### src/hw/rtl/sha512_pkg.sv
// shared types, constants and round functions for the sha-512 byte hasher
package sha512_pkg;

  localparam int unsigned QueueDepth = 4;

  typedef logic [63:0] word_t;

  typedef enum logic [0:0] {
    CmdData   = 1'b0,
    CmdFinish = 1'b1
  } cmd_e;

  typedef struct packed {
    logic       finish;
    logic [7:0] data;
  } entry_t;

  typedef enum logic [2:0] {
    StIdle,
    StPad,
    StLen,
    StRound,
    StAdd,
    StOut
  } core_state_e;

  localparam word_t [7:0] InitHash = {
    64'h5be0cd19137e2179, 64'h1f83d9abfb41bd6b, 64'h9b05688c2b3e6c1f, 64'h510e527fade682d1,
    64'ha54ff53a5f1d36f1, 64'h3c6ef372fe94f82b, 64'hbb67ae8584caa73b, 64'h6a09e667f3bcc908
  };

  function automatic word_t round_const(input logic [6:0] t);
    word_t k;
    unique case (t)
      7'd0: k = 64'h428a2f98d728ae22;  7'd1: k = 64'h7137449123ef65cd;
      7'd2: k = 64'hb5c0fbcfec4d3b2f;  7'd3: k = 64'he9b5dba58189dbbc;
      7'd4: k = 64'h3956c25bf348b538;  7'd5: k = 64'h59f111f1b605d019;
      7'd6: k = 64'h923f82a4af194f9b;  7'd7: k = 64'hab1c5ed5da6d8118;
      7'd8: k = 64'hd807aa98a3030242;  7'd9: k = 64'h12835b0145706fbe;
      7'd10: k = 64'h243185be4ee4b28c; 7'd11: k = 64'h550c7dc3d5ffb4e2;
      7'd12: k = 64'h72be5d74f27b896f; 7'd13: k = 64'h80deb1fe3b1696b1;
      7'd14: k = 64'h9bdc06a725c71235; 7'd15: k = 64'hc19bf174cf692694;
      7'd16: k = 64'he49b69c19ef14ad2; 7'd17: k = 64'hefbe4786384f25e3;
      7'd18: k = 64'h0fc19dc68b8cd5b5; 7'd19: k = 64'h240ca1cc77ac9c65;
      7'd20: k = 64'h2de92c6f592b0275; 7'd21: k = 64'h4a7484aa6ea6e483;
      7'd22: k = 64'h5cb0a9dcbd41fbd4; 7'd23: k = 64'h76f988da831153b5;
      7'd24: k = 64'h983e5152ee66dfab; 7'd25: k = 64'ha831c66d2db43210;
      7'd26: k = 64'hb00327c898fb213f; 7'd27: k = 64'hbf597fc7beef0ee4;
      7'd28: k = 64'hc6e00bf33da88fc2; 7'd29: k = 64'hd5a79147930aa725;
      7'd30: k = 64'h06ca6351e003826f; 7'd31: k = 64'h142929670a0e6e70;
      7'd32: k = 64'h27b70a8546d22ffc; 7'd33: k = 64'h2e1b21385c26c926;
      7'd34: k = 64'h4d2c6dfc5ac42aed; 7'd35: k = 64'h53380d139d95b3df;
      7'd36: k = 64'h650a73548baf63de; 7'd37: k = 64'h766a0abb3c77b2a8;
      7'd38: k = 64'h81c2c92e47edaee6; 7'd39: k = 64'h92722c851482353b;
      7'd40: k = 64'ha2bfe8a14cf10364; 7'd41: k = 64'ha81a664bbc423001;
      7'd42: k = 64'hc24b8b70d0f89791; 7'd43: k = 64'hc76c51a30654be30;
      7'd44: k = 64'hd192e819d6ef5218; 7'd45: k = 64'hd69906245565a910;
      7'd46: k = 64'hf40e35855771202a; 7'd47: k = 64'h106aa07032bbd1b8;
      7'd48: k = 64'h19a4c116b8d2d0c8; 7'd49: k = 64'h1e376c085141ab53;
      7'd50: k = 64'h2748774cdf8eeb99; 7'd51: k = 64'h34b0bcb5e19b48a8;
      7'd52: k = 64'h391c0cb3c5c95a63; 7'd53: k = 64'h4ed8aa4ae3418acb;
      7'd54: k = 64'h5b9cca4f7763e373; 7'd55: k = 64'h682e6ff3d6b2b8a3;
      7'd56: k = 64'h748f82ee5defb2fc; 7'd57: k = 64'h78a5636f43172f60;
      7'd58: k = 64'h84c87814a1f0ab72; 7'd59: k = 64'h8cc702081a6439ec;
      7'd60: k = 64'h90befffa23631e28; 7'd61: k = 64'ha4506cebde82bde9;
      7'd62: k = 64'hbef9a3f7b2c67915; 7'd63: k = 64'hc67178f2e372532b;
      7'd64: k = 64'hca273eceea26619c; 7'd65: k = 64'hd186b8c721c0c207;
      7'd66: k = 64'heada7dd6cde0eb1e; 7'd67: k = 64'hf57d4f7fee6ed178;
      7'd68: k = 64'h06f067aa72176fba; 7'd69: k = 64'h0a637dc5a2c898a6;
      7'd70: k = 64'h113f9804bef90dae; 7'd71: k = 64'h1b710b35131c471b;
      7'd72: k = 64'h28db77f523047d84; 7'd73: k = 64'h32caab7b40c72493;
      7'd74: k = 64'h3c9ebe0a15c9bebc; 7'd75: k = 64'h431d67c49c100d4c;
      7'd76: k = 64'h4cc5d4becb3e42b6; 7'd77: k = 64'h597f299cfc657e2a;
      7'd78: k = 64'h5fcb6fab3ad6faec; 7'd79: k = 64'h6c44198c4a475817;
      default: k = '0;
    endcase
    return k;
  endfunction

  function automatic word_t rotr(input word_t x, input int unsigned n);
    return (x >> n) | (x << (64 - n));
  endfunction

endpackage

### src/hw/rtl/sha512_front.sv
// input queue: accepts and classifies bytes ahead of the compression core
module sha512_front #(
  parameter int unsigned Depth = sha512_pkg::QueueDepth
) (
  input  logic                clk_i,
  input  logic                rst_ni,
  input  logic                valid_i,
  output logic                ready_o,
  input  logic                cmd_i,
  input  logic [7:0]          data_byte_i,
  output logic                q_valid_o,
  input  logic                q_ready_i,
  output sha512_pkg::entry_t  q_entry_o
);
  localparam int unsigned Aw = (Depth > 1) ? $clog2(Depth) : 1;

  sha512_pkg::entry_t mem_q [Depth];
  logic [Aw-1:0] wr_q, rd_q;
  logic [Aw:0]   cnt_q;
  logic push, pop;

  assign ready_o   = (cnt_q != Depth[Aw:0]);
  assign q_valid_o = (cnt_q != '0);
  assign q_entry_o = mem_q[rd_q];
  assign push = valid_i & ready_o;
  assign pop  = q_valid_o & q_ready_i;

  always_ff @(posedge clk_i) begin
    if (push) begin
      mem_q[wr_q].finish <= (cmd_i == sha512_pkg::CmdFinish);
      mem_q[wr_q].data   <= data_byte_i;
    end
  end

  always_ff @(posedge clk_i or negedge rst_ni) begin
    if (!rst_ni) begin
      wr_q  <= '0;
      rd_q  <= '0;
      cnt_q <= '0;
    end else begin
      if (push) wr_q <= (wr_q == Aw'(Depth - 1)) ? '0 : wr_q + 1'b1;
      if (pop)  rd_q <= (rd_q == Aw'(Depth - 1)) ? '0 : rd_q + 1'b1;
      cnt_q <= cnt_q + {{Aw{1'b0}}, push} - {{Aw{1'b0}}, pop};
    end
  end

  assert property (@(posedge clk_i) disable iff (!rst_ni) cnt_q <= Depth[Aw:0])
    else $error("queue count overflow");
  assert property (@(posedge clk_i) disable iff (!rst_ni)
    (pop && !push) |=> cnt_q == $past(cnt_q) - 1'b1) else $error("pop count");
  assert property (@(posedge clk_i) disable iff (!rst_ni)
    (push && !pop) |=> cnt_q == $past(cnt_q) + 1'b1) else $error("push count");
endmodule

### config.mk
export PLATFORM = sky130hd
export DESIGN_NAME = sha512_front
export DESIGN_NICKNAME = d
export VERILOG_FILES = /design/src/hw/rtl/sha512_pkg.sv /design/src/hw/rtl/sha512_front.sv
export SDC_FILE = /design/constraint.sdc
export NUM_CORES = 1
export LEC_CHECK = 0
export BUFFER_PORTS_ARGS = -buffer_cell sky130_fd_sc_hd__clkbuf_2
export CAP_MARGIN = 5
export CELL_PAD_IN_SITES_DETAIL_PLACEMENT = 2
export CELL_PAD_IN_SITES_GLOBAL_PLACEMENT = 2
export CORE_MARGIN = 8
export CORE_UTILIZATION = 42
export CTS_CLUSTER_SIZE = 25
export DETAILED_ROUTE_END_ITERATION = 10
export HOLD_SLACK_MARGIN = 0.03
export PLACE_DENSITY = 0.75
export SLEW_MARGIN = 20
export SYNTH_ARGS = -nofsm -noshare
export SYNTH_HDL_FRONTEND = slang
export SYNTH_SLANG_ARGS = --single-unit
### constraint.sdc
create_clock -name clk_i -period 2.6 [get_ports clk_i]
set_clock_uncertainty 0.05 [all_clocks]
set_input_delay 0.52 -clock clk_i [delete_from_list [all_inputs] [get_ports clk_i]]
set_output_delay 0.52 -clock clk_i [all_outputs]
set_load 0.05 [all_outputs]
==> metrics.md <==
| Metric | Value |
|---|---|
| Setup slack, reg-to-reg | 100 ps |
| Cell taking the most area after synthesis | edfxtp_1 |
| # clock sinks | 43 |
| Post-Synth Simple-Gate Area | approximately 4.0% |
| Worst-skew pair later-pin latency | ~290 ps |
| Synth unique cells | 17 |
| Cell Area, Synth | around 1700 µm² |
| Htree depth | 2 |
| Residual DRC | 0 |
| Clock-pin slew on the worst setup and hold paths | about 80 ps |
| Total GRT Usage | 11.9% |
| GRT overflow | 0 |
| Area Growth Syn to Fin | 15.1% |
| Hold Vio Cnt, Final | 0 |
| Die Ht | around 80 µm |
| Largest net degree at the start of global routing | 13 |
| Fin area | roughly 2000 µm² |
| Setup_tns | 0 ps |
| Leak Pwr | 0.770 nW |
| Vias | between 800 and 900 |
| Final net count | between 100 and 150 |
| Avg Cell Area, Syn | 20.5 µm² |
| Synth Area in Compound Gates | 0% |
| Number of detailed-route iterations in the first pass | 4 |
| Multiplexer share of the synthesized area | between 10 and 15% |
| Number of diodes | 0 |
| Post-Route WL | 3.50 mm |
| Minimum clock period | roughly 2500 ps |
| WS Path Type | register to register |
| Maximum buffer depth of the clock tree | 2 |
| Post-DR wirelength/cell | between 20 and 25 µm |
| Commonest non-fill, non-tap cell in the layout | edfxtp_1 |
| First-pass GRT wire length | about 5.5 mm |
| Total setup buffers inserted after CTS | 0 |
| CTS tree | built |
| Gpl congestion | ~0.71 |
| Root Buffer | clkbuf_8 |
| Post-Synth XOR/XNOR Area | under 10% |
| Startpoint types | register |
| Via density | 5.10 |
| Outcome | completed |
| Peak supply drop | 0.544 mV |
| Power per Cell Area | 1260 nW/µm² |
| Syn Nets | approximately 110 |
| Fin Hold WS | 403 ps |
| Tot Pwr | about 2.5 mW |
| # IOs | 24 |
| Routed Antenna Nets | 0 |
| Unrepaired setup endpoints after global routing | no |
| Max-cap violations | 0 |
| Worst endpoint required time | ~2800 ps |
| Share of layout cells above drive strength 1 | about 44% |
| Largest cells by area after synthesis | edfxtp_1 (62%), mux4_2 (12%), dfrtp_1 (10%) |
| Worst R2R Path Depth | 10 |
| Tightest Pin Transition | approximately 450 ps |
| CP endpoint kind | register |
| 1st-iter DRT viols | 33 |
| Max transition margin | between 70% and 80% |
| Hold WC Path Type | primary input to register |
| Hold Path Stages | 1 |
| Crit path arrival time | between 2000 and 3000 ps |
| Cell Area, Placed | between 1500 and 2000 µm² |
| Initial core utilization | about 44% |
| Syn. warnings | 0 |
| Fin. max-slew vios | 0 |
| Max FO, Critical Path | 4 |
| Area fraction of the dominant cell type after synthesis | 62.1% |
| FMAX | between 300 and 400 MHz |
| PortBufs | 23 |
| Largest family of logic cells by synthesized area | multiplexers |
| Initial antenna violation count | 0 |
| Commonest non-fill, non-tap cells in the layout | edfxtp_1 (36), clkbuf_2 (23), mux4_2 (9) |
| Syn Inst Count | 85 |
| Die X | approximately 80 µm |
| Core area | 4000 µm² |
| Post-Synth Adder-Cell Area | between 6 and 7% |
| TritonCTS buffer count | 5 |
| Final period util | 96.2% |
| DIE AREA | around 6500 µm² |
| Sequential share of the synthesized area | 72.2% |
| Final setup fails | 0 |
| #FFs+latches synth | 43 |
| FILL cells | 350 |
| Vias in the first global route | around 1000 |
| Row cnt | 23 |
| Detailed placement HPWL | 2.67 mm |
-- worst paths after layout --
| check | endpoint | from |
|---|---|---|
| min | mem_q[2][0] | data_byte_i[0] |
| min in group asynchronous | wr_q[1] | rst_ni |
| max reg2reg | cnt_q[2] | cnt_q[1] |
| max | cnt_q[2] | cnt_q[1] |
| max in group asynchronous | rd_q[0] | rst_ni |
| min reg2reg | cnt_q[2] | cnt_q[2] |
-- registers in the layout, indices dropped and copies added (netlist names) --
register  flops
mem_q        36
rd_q          2
wr_q          2
cnt_q         3
-- synth_stat cells (all sizes together) --
| cell type | count |
|---|---|
| edfxtp | 36 |
| mux4 | 9 |
| dfrtp | 7 |
| ha | 7 |
| inv | 7 |
| and3 | 4 |
| mux2 | 4 |
| nor2 | 2 |
| xnor2 | 2 |
| and2 | 1 |
| buf | 1 |
| clkbuf | 1 |
| fa | 1 |
| nand2 | 1 |
| or3 | 1 |
| or3b | 1 |
-- per-stage QoR --
| step | setup slack, ps | util, % | instances |
|---|---|---|---|
| floorplan | 47.9 | - | 85 |
| global placement | 214 | 47.7 | 156 |
| detailed placement | 80.0 | 47.7 | 156 |
| CTS | 56.7 | 50.0 | 165 |
| global route | 2.52 | 50.1 | 165 |
| finish | 99.1 | 50.1 | 165 |
-- critical path, stage by stage, from the launching register on --
cell and delay, ps:
dfrtp_2 440, or3_2 470, nand2_1 150, inv_1 60, ha_1 270, inv_1 70, ha_1 140, inv_1 50
fa_1 400, xnor2_1 190, xnor2_1 130
-- metal layers --
metal	part of all wire [%]	vias to the layer above	global-route usage, %
met5	0	-	0
met4	1.7	0	4.91
met3	4.9	4	4.02
met2	52	18	20.2
met1	42	438	13.4
li1	-	381	-
-- final cells by class --
cell class | count | area, µm² | area share [%]
clock inverter | 1 | 5.00 | 0.250
timing repair buffer | 24 | 125 | 6.25
tap | 50 | 62.6 | 3.12
sequential | 43 | 1260 | 62.8
multi-input combinational | 33 | 449 | 22.4
clock buffer | 7 | 76.3 | 3.81
inverter | 7 | 26.3 | 1.31
-- what timing repair did --
item | in CTS | in global routing
setup endpoints to repair | 0 | 4
endpoints found under the hold margin | 7 | 0
gates resized for setup | 0 | 2
hold buffers | 1 | 0
-- power breakdown --
group	leakage [nW]	total, mW	internal (mW)	switching [mW]
sequential	0.410	1.09	0.936	0.156
clock	0.0422	0.396	0.188	0.208
combinational	0.318	1.04	0.388	0.655
-- cell families (layout without fill, tap and decap cells) --
| logic type | after synthesis | count (layout) |
|---|---|---|
| muxes | 13 | 13 |
| xor gates and xnor gates | 2 | 2 |
| adders and majority gates | 8 | 8 |
| DFF | 43 | 43 |
| and+or+nand+nor | 10 | 10 |
| buffers and inverters | 9 | 39 |
Power figures use the tool's default switching activity.
